--- config.mk ---
export PLATFORM = sky130hd
export DESIGN_NAME = random_access_request_controller_flat
export DESIGN_NICKNAME = d
export VERILOG_FILES = /design/src/design/racc_pkg.sv /design/src/design/racc_if.sv /design/src/design/random_access_request_controller.sv /design/src/flat_wrapper.sv
export VERILOG_INCLUDE_DIRS = /design/src /design/src/design
export SDC_FILE = /design/constraint.sdc
export NUM_CORES = 1
export LEC_CHECK = 0
export BUFFER_PORTS_ARGS = -buffer_cell sky130_fd_sc_hd__buf_2
export CORE_MARGIN = 1.5
export CORE_UTILIZATION = 45
export CTS_BUF_LIST = sky130_fd_sc_hd__clkbuf_4 sky130_fd_sc_hd__clkbuf_8
export DETAILED_ROUTE_END_ITERATION = 16
export PLACE_DENSITY = 0.67
export REMOVE_ABC_BUFFERS = 1
export SLEW_MARGIN = 0
export SYNTH_ARGS = -nofsm -noshare
export SYNTH_HDL_FRONTEND = slang
export SYNTH_SLANG_ARGS = --single-unit
--- constraint.sdc ---
create_clock -name clk -period 6 [get_ports clk]
set_input_delay 1.8 -clock clk [delete_from_list [all_inputs] [get_ports clk]]
set_output_delay 1.8 -clock clk [all_outputs]
set_load 0.01 [all_outputs]
--- src/design/random_access_request_controller_macros.svh ---
// ----------------------------------------------------------------------------
// Random-access request controller assertion macros
// Shared assertion forms for the controller RTL. They expect clk and arst_n
// to be visible in the module that expands them.
// ----------------------------------------------------------------------------
`ifndef RANDOM_ACCESS_REQUEST_CONTROLLER_MACROS_SVH
`define RANDOM_ACCESS_REQUEST_CONTROLLER_MACROS_SVH

// Same-cycle implication, checked outside reset.
`define RACC_ASSERT_NOW(label, ante, cons, msg) \
	label: assert property (@(posedge clk) disable iff (!arst_n) (ante) |-> (cons)) \
		else $error(msg);

// Next-cycle implication, checked outside reset.
`define RACC_ASSERT_NEXT(label, ante, cons, msg) \
	label: assert property (@(posedge clk) disable iff (!arst_n) (ante) |=> (cons)) \
		else $error(msg);

`endif

--- src/design/racc_pkg.sv ---
// ----------------------------------------------------------------------------
// Random-access request controller package
// Widths, item kinds, register indexes and reset values shared by the design.
// ----------------------------------------------------------------------------
package racc_pkg;

	localparam int unsigned KIND_W     = 3;
	localparam int unsigned PREAMBLE_W = 6;
	localparam int unsigned BACKOFF_W  = 16;
	localparam int unsigned BYTES_W    = 24;
	localparam int unsigned RESP_W     = 8;
	localparam int unsigned RETX_W     = 10;
	localparam int unsigned TRIES_W    = 8;
	localparam int unsigned CFG_IDX_W  = 3;
	localparam int unsigned CFG_DATA_W = 10;

	typedef logic [KIND_W-1:0]     kind_t;
	typedef logic [PREAMBLE_W-1:0] preamble_t;
	typedef logic [BACKOFF_W-1:0]  backoff_t;
	typedef logic [BYTES_W-1:0]    bytes_t;
	typedef logic [RESP_W-1:0]     resp_t;
	typedef logic [RETX_W-1:0]     retx_t;
	typedef logic [TRIES_W-1:0]    tries_t;
	typedef logic [CFG_IDX_W-1:0]  cfg_idx_t;
	typedef logic [CFG_DATA_W-1:0] cfg_data_t;

	// Item kinds carried in req_type. Codes 5 to 7 carry no meaning.
	localparam kind_t KIND_TICK       = 3'd0;
	localparam kind_t KIND_RAC_RSP    = 3'd1;
	localparam kind_t KIND_SL_GRANT   = 3'd2;
	localparam kind_t KIND_SL_BSR     = 3'd3;
	localparam kind_t KIND_UU_BSR_DONE = 3'd4;

	// Configuration register indexes.
	localparam cfg_idx_t CFG_MAX_TRIES   = 3'd0;
	localparam cfg_idx_t CFG_RESP_WINDOW = 3'd1;
	localparam cfg_idx_t CFG_BSR_RETX    = 3'd2;
	localparam cfg_idx_t CFG_SL_PRESENT  = 3'd3;

	localparam tries_t RST_MAX_TRIES   = 8'd3;
	localparam resp_t  RST_RESP_WINDOW = 8'd3;
	localparam retx_t  RST_BSR_RETX    = 10'd40;
	localparam logic   RST_SL_PRESENT  = 1'b1;

endpackage

--- src/design/racc_if.sv ---
// ----------------------------------------------------------------------------
// Random-access request controller channels
// Valid/ready interfaces for the request, result and configuration channels.
// ----------------------------------------------------------------------------
interface racc_req_if;
	import racc_pkg::*;

	logic      valid;
	logic      ready;
	kind_t     req_type;
	logic      uu_backlog;
	logic      sl_backlog;
	preamble_t preamble_draw;
	logic      rac_success;
	backoff_t  backoff_draw;
	bytes_t    sl_bsr_bytes;
	logic      harq_available;

	modport source (
		output valid, req_type, uu_backlog, sl_backlog, preamble_draw,
		       rac_success, backoff_draw, sl_bsr_bytes, harq_available,
		input  ready
	);
	modport sink (
		input  valid, req_type, uu_backlog, sl_backlog, preamble_draw,
		       rac_success, backoff_draw, sl_bsr_bytes, harq_available,
		output ready
	);
endinterface

interface racc_rsp_if;
	import racc_pkg::*;

	logic      valid;
	logic      ready;
	logic      rac_sent;
	logic      sl_triggered;
	preamble_t preamble_out;
	logic      uu_bsr_armed;
	logic      sl_bsr_armed;
	logic      bsr_pdu_queued;
	logic      rac_gave_up;
	logic      grant_error;

	modport source (
		output valid, rac_sent, sl_triggered, preamble_out, uu_bsr_armed,
		       sl_bsr_armed, bsr_pdu_queued, rac_gave_up, grant_error,
		input  ready
	);
	modport sink (
		input  valid, rac_sent, sl_triggered, preamble_out, uu_bsr_armed,
		       sl_bsr_armed, bsr_pdu_queued, rac_gave_up, grant_error,
		output ready
	);
endinterface

interface racc_cfg_if;
	import racc_pkg::*;

	logic      valid;
	logic      ready;
	cfg_idx_t  reg_index;
	cfg_data_t write_data;

	modport source (output valid, reg_index, write_data, input ready);
	modport sink   (input valid, reg_index, write_data, output ready);
endinterface

--- src/design/random_access_request_controller.sv ---
// ----------------------------------------------------------------------------
// Random-access request controller
// UE-side random access and BSR trigger control with an attached sidelink side.
// ----------------------------------------------------------------------------
// Usage:
// Items arrive on the req channel, one per beat: ticks, RAC responses,
// sidelink grants, sidelink BSR sends and Uu BSR consumed events. Every item
// yields exactly one result beat on the rsp channel, in order.
// The cfg channel writes the four configuration registers; it is always
// ready and a write to an index past the last register is dropped. Writes are
// meant to happen only while no item is in flight.
// Each result is registered: an item taken at one edge has its result valid right
// after that edge. Throughput is one item per cycle; the only limit is the
// single result register, which a new item refills in the same cycle that
// the receiver takes the old result.
// When the receiver stalls, the result register holds and req.ready drops
// until the result is taken, so no item is lost and state does not advance.
// Reset clears all timers, counters, guards and trigger flags, empties the
// result register and loads the configuration defaults (3, 3, 40, 1).
// ----------------------------------------------------------------------------
`include "random_access_request_controller_macros.svh"

module random_access_request_controller (
	input  logic       clk,
	input  logic       arst_n,
	racc_req_if.sink   req,
	racc_rsp_if.source rsp,
	racc_cfg_if.sink   cfg
);
	import racc_pkg::*;

	// Configuration registers.
	tries_t max_tries_q;
	resp_t  resp_window_q;
	retx_t  bsr_retx_start_q;
	logic   sl_present_q;

	// Controller state.
	backoff_t backoff_q;
	resp_t    resp_timer_q;
	retx_t    retx_timer_q;
	tries_t   try_count_q;
	logic     uu_req_q;
	logic     sl_req_q;
	logic     uu_flag_q;
	logic     sl_flag_q;

	// Result register.
	logic      out_valid_q;
	logic      sent_q;
	logic      sl_trig_q;
	preamble_t preamble_q;
	logic      uu_armed_q;
	logic      sl_armed_q;
	logic      queued_q;
	logic      gave_up_q;
	logic      gerr_q;

	// Next-state and result values for the item at the input.
	backoff_t backoff_d;
	resp_t    resp_timer_d;
	retx_t    retx_timer_d;
	tries_t   try_count_d;
	logic     uu_req_d;
	logic     sl_req_d;
	logic     uu_flag_d;
	logic     sl_flag_d;
	logic     sent_d;
	logic     sl_trig_d;
	preamble_t preamble_d;
	logic     queued_d;
	logic     gave_up_d;
	logic     gerr_d;

	logic              in_fire;
	logic              sl_start;
	logic [TRIES_W:0]  next_try;

	// The result register frees up whenever it is empty or being taken.
	assign req.ready = !out_valid_q || rsp.ready;
	assign in_fire   = req.valid && req.ready;
	assign cfg.ready = 1'b1;

	// A sidelink request needs a sidelink backlog, no Uu backlog and an attached sidelink side.
	assign sl_start = !req.uu_backlog && sl_present_q && req.sl_backlog;
	// The failure count is compared one bit wider so it never wraps.
	assign next_try = {1'b0, try_count_q} + {{TRIES_W{1'b0}}, 1'b1};

	always_comb begin
		backoff_d    = backoff_q;
		resp_timer_d = resp_timer_q;
		retx_timer_d = retx_timer_q;
		try_count_d  = try_count_q;
		uu_req_d     = uu_req_q;
		sl_req_d     = sl_req_q;
		uu_flag_d    = uu_flag_q;
		sl_flag_d    = sl_flag_q;
		sent_d       = 1'b0;
		sl_trig_d    = 1'b0;
		preamble_d   = '0;
		queued_d     = 1'b0;
		gave_up_d    = 1'b0;
		gerr_d       = 1'b0;
		unique case (req.req_type)
			KIND_TICK: begin
				// Timers count down one at a time in priority order; only
				// when all are idle do the guards clear or a request go out.
				priority if (backoff_q != '0) begin
					backoff_d = backoff_q - 1'b1;
				end else if (resp_timer_q != '0) begin
					resp_timer_d = resp_timer_q - 1'b1;
				end else if (retx_timer_q != '0) begin
					retx_timer_d = retx_timer_q - 1'b1;
				end else if (uu_req_q) begin
					uu_req_d = 1'b0;
				end else if (sl_req_q) begin
					sl_req_d = 1'b0;
				end else begin
					uu_req_d = req.uu_backlog;
					sl_req_d = sl_start;
					if (req.uu_backlog || sl_start) begin
						sent_d       = 1'b1;
						sl_trig_d    = sl_start;
						preamble_d   = req.preamble_draw;
						resp_timer_d = resp_window_q;
					end
				end
			end
			KIND_RAC_RSP: begin
				if (req.rac_success) begin
					// Success arms the BSR of whichever side asked.
					if (sl_req_q) begin
						sl_flag_d = 1'b1;
						sl_req_d  = 1'b0;
					end else begin
						uu_flag_d = 1'b1;
					end
					try_count_d = '0;
					backoff_d   = '0;
				end else if (next_try >= {1'b0, max_tries_q}) begin
					try_count_d = '0;
					backoff_d   = '0;
					sl_req_d    = 1'b0;
					gave_up_d   = 1'b1;
				end else begin
					try_count_d = next_try[TRIES_W-1:0];
					backoff_d   = req.backoff_draw;
				end
			end
			KIND_SL_GRANT: begin
				if (!sl_present_q) begin
					gerr_d = 1'b1;
				end else begin
					uu_req_d     = 1'b0;
					retx_timer_d = '0;
				end
			end
			KIND_SL_BSR: begin
				sl_flag_d = 1'b0;
				// Without a sidelink side the backlog counts as empty.
				if (!sl_present_q || req.sl_bsr_bytes == '0) begin
					retx_timer_d = '0;
				end else begin
					retx_timer_d = bsr_retx_start_q;
					queued_d     = req.harq_available;
				end
			end
			KIND_UU_BSR_DONE: begin
				uu_flag_d = 1'b0;
			end
			default: begin
			end
		endcase
	end

	// Configuration writes.
	always_ff @(posedge clk or negedge arst_n) begin
		if (!arst_n) begin
			max_tries_q      <= RST_MAX_TRIES;
			resp_window_q    <= RST_RESP_WINDOW;
			bsr_retx_start_q <= RST_BSR_RETX;
			sl_present_q     <= RST_SL_PRESENT;
		end else if (cfg.valid) begin
			unique case (cfg.reg_index)
				CFG_MAX_TRIES:   max_tries_q      <= cfg.write_data[TRIES_W-1:0];
				CFG_RESP_WINDOW: resp_window_q    <= cfg.write_data[RESP_W-1:0];
				CFG_BSR_RETX:    bsr_retx_start_q <= cfg.write_data[RETX_W-1:0];
				CFG_SL_PRESENT:  sl_present_q     <= cfg.write_data[0];
				default: begin
				end
			endcase
		end
	end

	// Controller state advances only on an accepted item.
	always_ff @(posedge clk or negedge arst_n) begin
		if (!arst_n) begin
			backoff_q    <= '0;
			resp_timer_q <= '0;
			retx_timer_q <= '0;
			try_count_q  <= '0;
			uu_req_q     <= 1'b0;
			sl_req_q     <= 1'b0;
			uu_flag_q    <= 1'b0;
			sl_flag_q    <= 1'b0;
		end else if (in_fire) begin
			backoff_q    <= backoff_d;
			resp_timer_q <= resp_timer_d;
			retx_timer_q <= retx_timer_d;
			try_count_q  <= try_count_d;
			uu_req_q     <= uu_req_d;
			sl_req_q     <= sl_req_d;
			uu_flag_q    <= uu_flag_d;
			sl_flag_q    <= sl_flag_d;
		end
	end

	always_ff @(posedge clk or negedge arst_n) begin
		if (!arst_n) begin
			out_valid_q <= 1'b0;
		end else if (in_fire) begin
			out_valid_q <= 1'b1;
		end else if (rsp.ready) begin
			out_valid_q <= 1'b0;
		end
	end

	// Result payload carries no reset; it is only looked at under valid.
	always_ff @(posedge clk) begin
		if (in_fire) begin
			sent_q     <= sent_d;
			sl_trig_q  <= sl_trig_d;
			preamble_q <= preamble_d;
			uu_armed_q <= uu_flag_d;
			sl_armed_q <= sl_flag_d;
			queued_q   <= queued_d;
			gave_up_q  <= gave_up_d;
			gerr_q     <= gerr_d;
		end
	end

	assign rsp.valid          = out_valid_q;
	assign rsp.rac_sent       = sent_q;
	assign rsp.sl_triggered   = sl_trig_q;
	assign rsp.preamble_out   = preamble_q;
	assign rsp.uu_bsr_armed   = uu_armed_q;
	assign rsp.sl_bsr_armed   = sl_armed_q;
	assign rsp.bsr_pdu_queued = queued_q;
	assign rsp.rac_gave_up    = gave_up_q;
	assign rsp.grant_error    = gerr_q;

	// A tick under a running backoff only counts it down and sends nothing.
	`RACC_ASSERT_NEXT(a_backoff_blocks, in_fire && req.req_type == KIND_TICK && backoff_q != '0, !sent_q && backoff_q == $past(backoff_q) - 1'b1, "tick under backoff misbehaved")
	// A sent request always opens the configured response window.
	`RACC_ASSERT_NEXT(a_window_loaded, in_fire && sent_d, resp_timer_q == $past(resp_window_q), "response window not loaded")
	// A reported give-up leaves the retry state cleared.
	`RACC_ASSERT_NOW(a_gave_up_clear, out_valid_q && gave_up_q, try_count_q == '0 && backoff_q == '0, "give-up left retry state")
	// A sidelink-triggered result is always a sent request.
	`RACC_ASSERT_NOW(a_sl_trig_sent, out_valid_q && sl_trig_q, sent_q && !gerr_q, "sidelink trigger without request")

endmodule
--- src/flat_wrapper.sv ---
// flat-port wrapper written by rule: the top's interface ports become plain ports
module random_access_request_controller_flat import racc_pkg::*;
  (clk, arst_n, req_valid, req_req_type, req_uu_backlog, req_sl_backlog, req_preamble_draw, req_rac_success, req_backoff_draw, req_sl_bsr_bytes, req_harq_available, req_ready, rsp_valid, rsp_rac_sent, rsp_sl_triggered, rsp_preamble_out, rsp_uu_bsr_armed, rsp_sl_bsr_armed, rsp_bsr_pdu_queued, rsp_rac_gave_up, rsp_grant_error, rsp_ready, cfg_valid, cfg_reg_index, cfg_write_data, cfg_ready);
  racc_req_if req_i ();
  racc_rsp_if rsp_i ();
  racc_cfg_if cfg_i ();
  input  logic clk;
  input  logic arst_n;
  input wire logic [$bits(req_i.valid)-1:0] req_valid;
  input wire logic [$bits(req_i.req_type)-1:0] req_req_type;
  input wire logic [$bits(req_i.uu_backlog)-1:0] req_uu_backlog;
  input wire logic [$bits(req_i.sl_backlog)-1:0] req_sl_backlog;
  input wire logic [$bits(req_i.preamble_draw)-1:0] req_preamble_draw;
  input wire logic [$bits(req_i.rac_success)-1:0] req_rac_success;
  input wire logic [$bits(req_i.backoff_draw)-1:0] req_backoff_draw;
  input wire logic [$bits(req_i.sl_bsr_bytes)-1:0] req_sl_bsr_bytes;
  input wire logic [$bits(req_i.harq_available)-1:0] req_harq_available;
  output wire logic [$bits(req_i.ready)-1:0] req_ready;
  output wire logic [$bits(rsp_i.valid)-1:0] rsp_valid;
  output wire logic [$bits(rsp_i.rac_sent)-1:0] rsp_rac_sent;
  output wire logic [$bits(rsp_i.sl_triggered)-1:0] rsp_sl_triggered;
  output wire logic [$bits(rsp_i.preamble_out)-1:0] rsp_preamble_out;
  output wire logic [$bits(rsp_i.uu_bsr_armed)-1:0] rsp_uu_bsr_armed;
  output wire logic [$bits(rsp_i.sl_bsr_armed)-1:0] rsp_sl_bsr_armed;
  output wire logic [$bits(rsp_i.bsr_pdu_queued)-1:0] rsp_bsr_pdu_queued;
  output wire logic [$bits(rsp_i.rac_gave_up)-1:0] rsp_rac_gave_up;
  output wire logic [$bits(rsp_i.grant_error)-1:0] rsp_grant_error;
  input wire logic [$bits(rsp_i.ready)-1:0] rsp_ready;
  input wire logic [$bits(cfg_i.valid)-1:0] cfg_valid;
  input wire logic [$bits(cfg_i.reg_index)-1:0] cfg_reg_index;
  input wire logic [$bits(cfg_i.write_data)-1:0] cfg_write_data;
  output wire logic [$bits(cfg_i.ready)-1:0] cfg_ready;
  assign req_i.valid = req_valid;
  assign req_i.req_type = req_req_type;
  assign req_i.uu_backlog = req_uu_backlog;
  assign req_i.sl_backlog = req_sl_backlog;
  assign req_i.preamble_draw = req_preamble_draw;
  assign req_i.rac_success = req_rac_success;
  assign req_i.backoff_draw = req_backoff_draw;
  assign req_i.sl_bsr_bytes = req_sl_bsr_bytes;
  assign req_i.harq_available = req_harq_available;
  assign req_ready = req_i.ready;
  assign rsp_valid = rsp_i.valid;
  assign rsp_rac_sent = rsp_i.rac_sent;
  assign rsp_sl_triggered = rsp_i.sl_triggered;
  assign rsp_preamble_out = rsp_i.preamble_out;
  assign rsp_uu_bsr_armed = rsp_i.uu_bsr_armed;
  assign rsp_sl_bsr_armed = rsp_i.sl_bsr_armed;
  assign rsp_bsr_pdu_queued = rsp_i.bsr_pdu_queued;
  assign rsp_rac_gave_up = rsp_i.rac_gave_up;
  assign rsp_grant_error = rsp_i.grant_error;
  assign rsp_i.ready = rsp_ready;
  assign cfg_i.valid = cfg_valid;
  assign cfg_i.reg_index = cfg_reg_index;
  assign cfg_i.write_data = cfg_write_data;
  assign cfg_ready = cfg_i.ready;
  random_access_request_controller u_core (.clk(clk), .arst_n(arst_n), .req(req_i), .rsp(rsp_i), .cfg(cfg_i));
endmodule
Word-level counts from Yosys, hierarchy flattened
Cells that the tools add are included.

operators by class
  div/mod/pow operators = 0
  $add $sub $neg = 4
  multiply operators = 0
  shift operators = 0
  magnitude comparators = 1
  multiplexer cells = 43
  reductions and logical operators = 34
  bitwise operators = 5
  equality and inequality tests = 18

operators by type and width
  kind                                                                   number
  8-bit 2-to-1 mux                                                       7
  10-bit 2-to-1 mux                                                      5
  16-bit 2-to-1 mux                                                      3
  16-bit one-hot mux with 2 select lines                                 1
  10-bit one-hot mux with 3 select lines                                 1
  24-bit logical NOT                                                     1
  1-bit 2-to-1 mux                                                       22
  16-bit nonzero test                                                    1
  16-bit by 1-bit subtractor with 16-bit output (second input constant)  1
  7-bit AND reduction                                                    2
  3-bit by 2-bit == test with 1-bit output (second input constant)       4
  2-bit != test (second input constant)                                  6
  6-bit AND reduction                                                    2
  2-bit AND reduction                                                    5
  10-bit nonzero test                                                    1
  10-bit by 1-bit subtractor with 10-bit output (second input constant)  1
  8-bit by 1-bit adder with 9-bit output (second input constant)         1
  9-bit by 8-bit greater-or-equal comparator with 1-bit output           1
  2-bit by 1-bit != test with 1-bit output (second input constant)       4
  1-bit one-hot mux with 2 select lines                                  4
  2-bit nonzero test                                                     4
  8-bit nonzero test                                                     1
  8-bit by 1-bit subtractor with 8-bit output (second input constant)    1
  7-bit OR reduction                                                     1
  other kinds (12)                                                       25

word-level totals
  bits in read-only memories = 0
  memory bits (writable) = 0
  latch bits = 0
  bits of input ports = 71
  output and inout port bits = 16
  logic and storage cells = 126
  register bits after elaboration = 87
  memories = 0

Logic depth before layout (Yosys ltp)
Gate-level depths: netlist (run 1).

  depth in word-level cells = 9
  gate-level depth with buffers = 13
  gate-level depth less buffers = 11

Worst setup path after synthesis (run 1)
OpenSTA, ideal clock, no wires.

  path type = input to register
  start point = input port req_req_type[0]
  end point = register u_core.resp_timer_q[7]
  required time = 5859 ps
  data arrival time = 3856 ps
  path buffers = 2
  stages = 7
  slack = 2003 ps
  setup time = 141 ps
  cells stage by stage = buf_6 > or3_4 > or4_4 > or4_4 > a21oi_4 > buf_8 > a41oi_1

on the way
  cells in the longest elaborated chain, start to end = 2

RTL lines
  element                               RTL line                                 source
  start, declared                       flat_wrapper.sv:10                       input wire logic [$bits(req_i.req_type)-1:0] req_req_type;
  3-bit logical NOT                     random_access_request_controller.sv:104  unique case (req.req_type)
  7-bit AND reduction (no source line)  -
  end signal, assigned                  random_access_request_controller.sv:208  resp_timer_q <= resp_timer_d;
  end, declared                         random_access_request_controller.sv:40   resp_t resp_timer_q;

Every way passes these cells.
A chain may end at the register's enable or synchronous reset.

Final worst setup path (run 1)
  start point = input port req_req_type[1]
  end point = register u_core.resp_timer_q[7]

Same word-level chain as after synthesis.

==> results of run 1 <==
power breakdown:
part / switching, W / total [W] / internal [W]
logic: 0.000218 / 0.000380 / 0.000162
registers: 0.0000898 / 0.000807 / 0.000717
clock network: 0.000222 / 0.000457 / 0.000235
total: 0.000529 / 0.00164 / 0.00111
cells in the final DEF, fill, tap and decap left out, drive strengths merged, types with 8 or more instances in the layout:
cell type / count
nand3: 10
o21ai: 57
mux2: 23
ha: 13
clkbuf: 9
dfrtp: 67
nor2b: 9
inv: 20
nor3: 15
buf: 90
edfxtp: 13
nor2: 50
nand2: 34
a21oi: 35
and2: 8
nor4: 13
sequential cells by signal, indices dropped and copies added, names as in the netlist, 6 cells and up:
name / cells
u_core.backoff_q: 16
u_core.bsr_retx_start_q: 10
u_core.max_tries_q: 8
u_core.resp_timer_q: 8
u_core.resp_window_q: 8
u_core.retx_timer_q: 10
u_core.rsp.preamble_out: 6
u_core.try_count_q: 8
kinds of logic (layout without fill, tap and decap cells):
| family | count (synthesis) | count (layout) | synth area share [%] |
|---|---|---|---|
| AND/OR/NAND/NOR | 168 | 168 | 18.5 |
| AO/OA/AOI/OAI | 145 | 145 | 19.6 |
| flip-flops | 87 | 87 | 48.1 |
| buffers and inverters | 39 | 126 | 3.63 |
| multiplexers | 23 | 23 | 5.53 |
| adder cells (fa/ha/maj) | 13 | 13 | 3.47 |
| XOR/XNOR | 6 | 6 | 1.12 |
| other | 1 | 1 | 0.0801 |
metrics by stage:
| stage | utilization [%] | hold slack, ps |
|---|---|---|
| after detailed placement | 51.0 | 500 |
| after CTS | 53.2 | 524 |
| final | 53.2 | 518 |
| after floorplan | - | 471 |
| after global placement | 51.0 | 489 |
| after global routing | 53.2 | 540 |
layout make-up:
cell class	instances	area, um2	area share, %
Multi-Input combinational cell	356	2260	41.6
Sequential cell	87	2250	41.3
Timing Repair Buffer	90	463	8.50
Tap cell	136	170	3.13
Clock buffer	9	124	2.28
Clock inverter	7	97.6	1.79
Inverter	20	75.1	1.38
metal layers:
layer | track usage [%] | up-vias | part of all wire (%)
li1 | - | 1927 | -
met1 | 27.9 | 1914 | 47
met2 | 33.7 | 125 | 48
met3 | 2.56 | 11 | 4.0
met4 | 7.24 | 0 | 1.6
met5 | 0 | - | 0
critical path, stage by stage:
cell and delay (ps):
buf_2 190, or3_4 440, or4_4 570, or4_4 550
a21oi_4 460, a31oi_1 160, a41oi_1 190
worst max-delay path by stage:
stage / cells after the start / slack (ps) / from / endpoint
floorplan: 5 / 1530 / req_req_type[0] / u_core.backoff_q[12]
global placement: 7 / 1640 / req_req_type[1] / u_core.resp_timer_q[6]
detailed placement: 7 / 1520 / req_req_type[1] / u_core.resp_timer_q[7]
CTS: 7 / 1920 / req_req_type[1] / u_core.resp_timer_q[7]
global route: 11 / 1760 / u_core.try_count_q[2] / u_core.try_count_q[0]
finish: 7 / 1900 / req_req_type[1] / u_core.resp_timer_q[7]
==> flow_summary.json, run 1 <==
{
  "status": "completed",
  "stdcell_area_mm2": 0.00544,
  "ctsHtreeMaxLevel": 3,
  "drt_wl_total_mm": 11.0,
  "nFillCells": 950,
  "reg2reg_slack_ps": 2130,
  "post_dp_cell_area_mm2": 0.00522,
  "max_cap_violations": 0,
  "postCtsHoldBufs": 0,
  "yosysMostFrequentCell": "dfrtp_1",
  "ant_nets": 0,
  "synth_area_leaders": "dfrtp_1 36%, edfxtp_1 8.3%, o21ai_0 6.0%, mux2_2 5.5%, nor2_1 4.0%",
  "r2r_start": "u_core.try_count_q[2]",
  "finalPower_w": 0.00164,
  "power_density_mw_per_mm2": 302,
  "cts_buffers": 9,
  "critPathKind": "input port to flop",
  "finClkSkew_ps": 9.56,
  "grt_pass1_vias": 3763,
  "timing.fmax_mhz": 244,
  "fin_nets": 648,
  "end_kind": "flop",
  "layout_min_cycle_time_ps": 4100,
  "drt_iter0_markers": 223,
  "dp_hpwl_mm": 8.23,
  "holdPathEnd": "u_core.resp_window_q[6]",
  "cts_tree": "done",
  "vias": 3977,
  "die_area_mm2": 0.0110,
  "fin_cells": 705,
  "cp.arrival_ps": 4370,
  "syn_area_mm2": 0.00468,
  "grt_first_pass_wirelength_mm": 18.1,
  "cts.sinks": 87,
  "yosysTopAreaCellShare_pct": 35.8,
  "synth_ff_type": "dfrtp_1",
  "pre_cts_slack_ps": 1520,
  "synth_enable_flop_cells": 13,
  "synthArstFlopShare_pct": 85.1,
  "ff2ff_path_depth": 11,
  "hold_viol": 0,
  "slew_headroom_pct": 22.5,
  "start_util_pct": 45.8,
  "numPlacedInstances": 689,
  "io_buffers": 85,
  "vdd_ir_drop_max_v": 0.000148,
  "avgSynthCellArea_um2": 9.72,
  "ys_warn_count": 0,
  "grtUsageTotal_pct": 20.5,
  "viasPerCell": 5.64,
  "drt-pass1-iter-count": 4,
  "core_area_mm2": 0.0102,
  "fin_crit_sh_pct": 68.3,
  "root_buffer": "clkbuf_8",
  "leakage_nw": 2.37,
  "syn_to_final_growth_pct": 16.2,
  "drc_errors": 0,
  "setup_ws_ps": 1900,
  "hold_path.class": "flop to flop",
  "ys_top_cells_by_count": "67 x dfrtp_1, 56 x o21ai_0, 50 x nor2_1",
  "hold_path_depth": 1,
  "critPathLaunchType": "input port",
  "synth_area_leader_cell": "dfrtp_1",
  "clkLatencyLatePin_ps": 360,
  "ys_types": 61,
  "clkTransAtPathRegs_ps": 90,
  "required_ps": 6270,
  "antenna_found_initial": 0,
  "finalSetupViolations": 0,
  "routabilityCongestion": 0.855,
  "die_y_um": 105,
  "grt_max_degree": 48,
  "diodes": 0,
  "hold_start": "u_core.resp_window_q[6]",
  "rsz0062_at_grt": "false",
  "cts_resized": 0,
  "wire_per_inst_um": 15.6,
  "die_x_um": 105,
  "rows": 37,
  "cp_max_fo": 16,
  "seq_area_frac_synth_pct": 48.1,
  "worst_slew_pin_slew_ps": 1160,
  "slew_violations": 0,
  "clk_path_buf_depth": 2,
  "synth-seq-cells": 87,
  "overflow": 0,
  "drive_gt1_share_pct": 26.4,
  "final.setup.tns_ps": 0,
  "reg2reg_to": "u_core.try_count_q[0]",
  "syn-instance-count": 482,
  "post_cts_buffers": 0,
  "io_pins": 87
}
(Power assumes the default switching activity.)
==> inputs of run 2 (changes only) <==
--- a/config.mk
+++ b/config.mk
@@ -6,12 +6,13 @@
 export SDC_FILE = /design/constraint.sdc
 export NUM_CORES = 1
 export LEC_CHECK = 0
+export ABC_AREA = 1
 export BUFFER_PORTS_ARGS = -buffer_cell sky130_fd_sc_hd__buf_2
 export CORE_MARGIN = 1.5
 export CORE_UTILIZATION = 45
 export CTS_BUF_LIST = sky130_fd_sc_hd__clkbuf_4 sky130_fd_sc_hd__clkbuf_8
 export DETAILED_ROUTE_END_ITERATION = 16
-export PLACE_DENSITY = 0.67
+export PLACE_DENSITY = 0.69
 export REMOVE_ABC_BUFFERS = 1
 export SLEW_MARGIN = 0
 export SYNTH_ARGS = -nofsm -noshare
==> constraint.sdc (replaced) <==
create_clock -name clk -period 3.7 [get_ports clk]
set_input_delay 1.11 -clock clk [delete_from_list [all_inputs] [get_ports clk]]
set_output_delay 1.11 -clock clk [all_outputs]
set_load 0.01 [all_outputs]
==> flow_summary.json, run 2 <==
{
  "hold_path.class": "flop to flop",
  "worst_slew_pin_slew_ps": 685,
  "reg2reg_to": "u_core.try_count_q[2]",
  "synth-seq-cells": 87,
  "die_x_um": 109,
  "diodes": 0,
  "hold_viol": 0,
  "drive_gt1_share_pct": 19.6,
  "fin_nets": 834,
  "synthArstFlopShare_pct": 85.1,
  "yosysMostFrequentCell": "nand2_1",
  "final.setup.tns_ps": 0,
  "critPathLaunchType": "flop",
  "die_area_mm2": 0.0119,
  "leakage_nw": 2.91,
  "wire_per_inst_um": 13.3,
  "grt_pass1_vias": 4361,
  "syn_to_final_growth_pct": 15.2,
  "reg.largest.list": "u_core.backoff_q (16), u_core.bsr_retx_start_q (10), u_core.retx_timer_q (10)",
  "setup_ws_ps": 872,
  "clkLatencyLatePin_ps": 360,
  "die_y_um": 109,
  "io_buffers": 85,
  "overflow": 0,
  "hold_path_depth": 2,
  "largest_register_ffs": 16,
  "finClkSkew_ps": 10.1,
  "drc_errors": 0,
  "grt_first_pass_wirelength_mm": 20.0,
  "vdd_ir_drop_max_v": 0.000205,
  "synth_enable_flop_cells": 13,
  "vias": 4595,
  "layout_min_cycle_time_ps": 2830,
  "grt_max_degree": 75,
  "end_kind": "flop",
  "wl_met2_mm": 5.51,
  "rsz0062_at_grt": "false",
  "clkTransAtPathRegs_ps": 90,
  "dp_hpwl_mm": 8.91,
  "status": "completed",
  "synth_area_leader_cell": "dfrtp_1",
  "cts.sinks": 87,
  "nFillCells": 1044,
  "cts_resized": 0,
  "ys_top_cells_by_count": "163 x nand2_1, 84 x inv_1, 78 x nor2_1",
  "yosysTopAreaCellShare_pct": 33.2,
  "wl_met1_mm": 5.59,
  "power_density_mw_per_mm2": 508,
  "r2r_start": "u_core.try_count_q[0]",
  "core_area_mm2": 0.0109,
  "io_pins": 87,
  "pre_cts_slack_ps": 884,
  "clk_path_buf_depth": 2,
  "start_util_pct": 46.4,
  "antenna_found_initial": 0,
  "largest_register": "u_core.backoff_q",
  "rows": 38,
  "reg2reg_slack_ps": 870,
  "cts_tree": "done",
  "fin_crit_sh_pct": 76.4,
  "synth_ff_type": "dfrtp_1",
  "ant_nets": 0,
  "syn-instance-count": 666,
  "drt_iter0_markers": 310,
  "ff2ff_path_depth": 14,
  "drt_wl_total_mm": 11.9,
  "drt-pass1-iter-count": 4,
  "grtUsageTotal_pct": 21.4,
  "slew_violations": 0,
  "numPlacedInstances": 879,
  "synth_area_leaders": "dfrtp_1 33%, nand2_1 12%, edfxtp_1 7.7%, inv_1 6.2%, nor2_1 5.8%",
  "met3_wirelength_um": 640,
  "cp_max_fo": 17,
  "ys_warn_count": 0,
  "holdPathEnd": "u_core.bsr_retx_start_q[4]",
  "max_cap_violations": 0,
  "ys_types": 39,
  "hold_start": "u_core.bsr_retx_start_q[4]",
  "post_cts_buffers": 0,
  "cp.arrival_ps": 3120,
  "finalSetupViolations": 0,
  "postCtsHoldBufs": 0,
  "root_buffer": "clkbuf_8",
  "critPathKind": "flop to flop",
  "ctsHtreeMaxLevel": 3,
  "syn_area_mm2": 0.00506,
  "avgSynthCellArea_um2": 7.59,
  "routabilityCongestion": 0.884,
  "final_cell_mix": "163 x nand2_1, 85 x buf_2, 84 x inv_1",
  "required_ps": 3990,
  "viasPerCell": 5.13,
  "utilization_pct": 53.5,
  "final_common_cell": "nand2_1",
  "timing.fmax_mhz": 354,
  "top_layer": "met4",
  "fin_cells": 895,
  "seq_area_frac_synth_pct": 44.5,
  "cts_buffers": 9,
  "slew_headroom_pct": 54.1
}
[run 2: changes by cell type after synthesis, sizes merged, moves of 9 or more]
| cell | previous run | this run |
|---|---|---|
| nand2 | 34 | 170 |
| nand4 | 3 | 23 |
| nor4 | 13 | 2 |
| nor2b | 9 | 0 |
| nand3 | 10 | 39 |
| nor2 | 50 | 90 |
| inv | 20 | 89 |
| xor2 | 2 | 11 |
| mux2 | 23 | 2 |
[run 2: worst max-delay path by stage]
stage | startpoint | to | slack [ps] | cells after the start
4_1_cts | u_core.try_count_q[0] | u_core.try_count_q[2] | 870 | 14
2_1_floorplan | rsp_ready | u_core.retx_timer_q[0] | 1060 | 9
6_report | u_core.try_count_q[0] | u_core.try_count_q[2] | 870 | 14
5_1_grt | u_core.try_count_q[0] | u_core.try_count_q[3] | 580 | 14
3_3_place_gp | req_req_type[1] | u_core.retx_timer_q[6] | 960 | 9
3_5_place_dp | req_req_type[0] | u_core.try_count_q[2] | 880 | 9
[run 2: final cells by class]
type                            count  area [um2]  share of cell area (%)
Clock buffer                        9         124                    2.13
Clock inverter                      7         101                    1.74
Inverter                           89         337                    5.78
Multi-Input combinational cell    475        2380                    40.8
Sequential cell                    87        2250                    38.6
Tap cell                          140         175                    3.01
Timing Repair Buffer               88         460                    7.90
[run 2: worst max-delay path, stage by stage (launching register included)]
cell,delay [ps]
dfrtp_1,400
ha_1,200
nand3_1,120
nor2_1,220
xor2_1,240
ha_1,290
nand2_1,70
inv_1,40
nand2_1,60
nand2_1,70
nand2_1,410
nand3_1,190
nor2_2,290
nand2_1,90
nand2_1,70
[run 2: power breakdown]
| group | internal, W | total (W) | switching [W] |
|---|---|---|---|
| clock | 0.000388 | 0.000753 | 0.000365 |
| sequential | 0.00118 | 0.00137 | 0.000186 |
| combinational | 0.000330 | 0.000838 | 0.000507 |
[run 2: layer usage]
layer	vias up	track usage, %
li1	2323	-
met1	2129	29.7
met2	133	34.3
met3	10	3.41
met4	0	7.14
met5	-	0
[run 2: cells by family after synthesis]
| group | count (synthesis) | share of synthesized area [%] |
|---|---|---|
| and+or+nand+nor | 338 | 29.3 |
| AOI/OAI and AO/OA | 104 | 11.0 |
| buffers and inverters | 104 | 8.46 |
| DFF | 87 | 44.5 |
| xor gates and xnor gates | 15 | 2.60 |
| adders and majority gates | 13 | 3.22 |
| muxes | 4 | 0.841 |
| other | 1 | 0.0741 |
[run 2: stage by stage]
stage               cell area, um2  total power (W)  hold WS, ps
floorplan                     4970          0.00196          448
global placement              5600          0.00218          463
detailed placement            5600          0.00222          474
CTS                           5830          0.00298          496
global route                  5830          0.00319          517
finish                        5830          0.00296          495
==> inputs of run 3 (changes only) <==
--- a/config.mk
+++ b/config.mk
@@ -6,13 +6,13 @@
 export SDC_FILE = /design/constraint.sdc
 export NUM_CORES = 1
 export LEC_CHECK = 0
-export ABC_AREA = 1
+export ABC_AREA = 0
 export BUFFER_PORTS_ARGS = -buffer_cell sky130_fd_sc_hd__buf_2
 export CORE_MARGIN = 1.5
 export CORE_UTILIZATION = 45
 export CTS_BUF_LIST = sky130_fd_sc_hd__clkbuf_4 sky130_fd_sc_hd__clkbuf_8
 export DETAILED_ROUTE_END_ITERATION = 16
-export PLACE_DENSITY = 0.69
+export PLACE_DENSITY = 0.67
 export REMOVE_ABC_BUFFERS = 1
 export SLEW_MARGIN = 0
 export SYNTH_ARGS = -nofsm -noshare
==> constraint.sdc (replaced) <==
create_clock -name clk -period 2.78 [get_ports clk]
set_input_delay 0.834 -clock clk [delete_from_list [all_inputs] [get_ports clk]]
set_output_delay 0.834 -clock clk [all_outputs]
set_load 0.01 [all_outputs]
==> flow_summary.json, run 3 (synthesis gave the netlist of run 1 again) <==
{
  "ant_nets": 0,
  "clkLatencyLatePin_ps": 370,
  "rsz0062_at_grt": "true",
  "cts_tree": "done",
  "cp_max_fo": 8,
  "final_common_cell": "buf_2",
  "largest_register": "u_core.backoff_q",
  "clkTransAtPathRegs_ps": 90,
  "cp.arrival_ps": 2990,
  "drt_iter0_markers": 190,
  "antenna_found_initial": 0,
  "grt_first_pass_wirelength_mm": 18.7,
  "diodes": 0,
  "stdcell_area_mm2": 0.00580,
  "viasPerCell": 5.61,
  "worstPathCellList": "buf_2 -> or3_4 -> or4_4 -> or4_4 -> a21oi_4 -> buf_12 -> a21oi_1 -> a21oi_1",
  "critPathKind": "input port to flop",
  "die_x_um": 105,
  "drt_wl_total_mm": 11.4,
  "vias": 4193,
  "rows": 37,
  "die_area_mm2": 0.0110,
  "fin_nets": 690,
  "root_buffer": "clkbuf_8",
  "timing.fmax_mhz": 371,
  "largest_register_ffs": 16,
  "wire_per_inst_um": 15.3,
  "cts.sinks": 87,
  "max_cap_violations": 0,
  "slew_violations": 0,
  "drive_gt1_share_pct": 32.4,
  "grt_pass1_vias": 3995,
  "overflow": 0,
  "power_density_mw_per_mm2": 624,
  "finalSetupViolations": 0,
  "leakage_nw": 2.60,
  "utilization_pct": 56.7,
  "post_dp_cell_area_mm2": 0.00554,
  "status": "completed",
  "crit_start": "req_req_type[1]",
  "hold_path.class": "input port to asynchronous set/reset pin",
  "drt-pass1-iter-count": 5,
  "required_ps": 3070,
  "io_pins": 87,
  "slew_headroom_pct": 52.9,
  "hold_viol": 0,
  "clk_path_buf_depth": 2,
  "grtUsageTotal_pct": 21.2,
  "worst_path_max_delay_cell": "or4_4",
  "reg.largest.list": "u_core.backoff_q (16), u_core.bsr_retx_start_q (10), u_core.retx_timer_q (10)",
  "critPathLaunchType": "input port",
  "r2r_start": "u_core.try_count_q[0]",
  "drc_errors": 0,
  "die_y_um": 105,
  "routabilityCongestion": 0.895,
  "max_stage_delay_ps": 550,
  "ctsHtreeMaxLevel": 3,
  "dp_hpwl_mm": 8.37,
  "vdd_ir_drop_max_v": 0.000343,
  "worst_slew_pin_slew_ps": 701,
  "nFillCells": 898,
  "fin_crit_sh_pct": 96.9,
  "start_util_pct": 45.8,
  "cts_buffers": 9,
  "syn_to_final_growth_pct": 23.8,
  "final_cell_mix": "85 x buf_2, 67 x dfrtp_1, 53 x o21ai_0",
  "finClkSkew_ps": 9.74,
  "core_area_mm2": 0.0102,
  "end_kind": "flop",
  "grt_max_degree": 75,
  "layout_min_cycle_time_ps": 2690,
  "io_buffers": 85
}
-- run 3: cell types whose count changed in the layout (fill, tap and decap cells not counted), moves of 21 or more --
| cell | before | now |
|---|---|---|
| nand3_1 | 39 | 10 |
| buf_4 | 2 | 45 |
| inv_1 | 84 | 20 |
| nor2_1 | 78 | 48 |
| nand2_1 | 163 | 34 |
| mux2_2 | 2 | 23 |
-- run 3: area by class of cell --
cell class	instances	area, um2	share of cell area, %
clock buffers	11	151	2.61
clock inverters	5	63.8	1.10
inverters	20	75.1	1.29
multi-input cells	356	2280	39.4
flip-flops and latches	87	2250	38.8
well taps	136	170	2.93
repair buffers	132	803	13.9
-- run 3: per-layer routing --
metal | global-route usage, % | share of wire (%)
met5 | 0 | 0
met4 | 7.24 | 1.9
met3 | 3.62 | 4.9
met2 | 34.8 | 48
met1 | 28.5 | 45
-- run 3: critical path: cells and delay by family --
kind / cells / cell delay [ps]
AND/OR/NAND/NOR: 3 / 1430
AO/OA/AOI/OAI: 3 / 420
buffers and inverters: 2 / 280
-- run 3: repair_timing --
action,in CTS,in global routing
hold buffers,0,0
setup endpoints to repair,2,29
buffers inserted,0,3
gates resized for setup,1,7
pin swaps,0,4
-- run 3: per-stage QoR --
step / std cells / setup TNS, ps / power, W / worst slack, ps / hold slack (ps)
floorplan: 463 / -13950 / 0.00228 / -722 / 471
global placement: 728 / -3670 / 0.00263 / -333 / 492
detailed placement: 728 / -4270 / 0.00267 / -359 / 491
CTS: 744 / 0 / 0.00363 / 6.35 / 491
global route: 747 / -498 / 0.00384 / -62.7 / 478
finish: 747 / 0 / 0.00362 / 86.7 / 468
-- run 3: final timing paths --
kind	depth (start not counted)	end	slack (ps)
worst max-delay path	8	u_core.resp_timer_q[2]	90
worst min-delay path	2	u_core.retx_timer_q[1]	470
worst max register to register	12	u_core.try_count_q[6]	120
worst min register to register	1	u_core.resp_timer_q[7]	510
max in group asynchronous	2	u_core.sl_present_q	1940
min in group clk	1	u_core.resp_timer_q[7]	510
-- run 3: power by group --
part	leakage, nW	switching, W	internal [W]
Combinational	1.44	0.000492	0.000426
Clock	0.107	0.000490	0.000473
Sequential	1.05	0.000189	0.00155
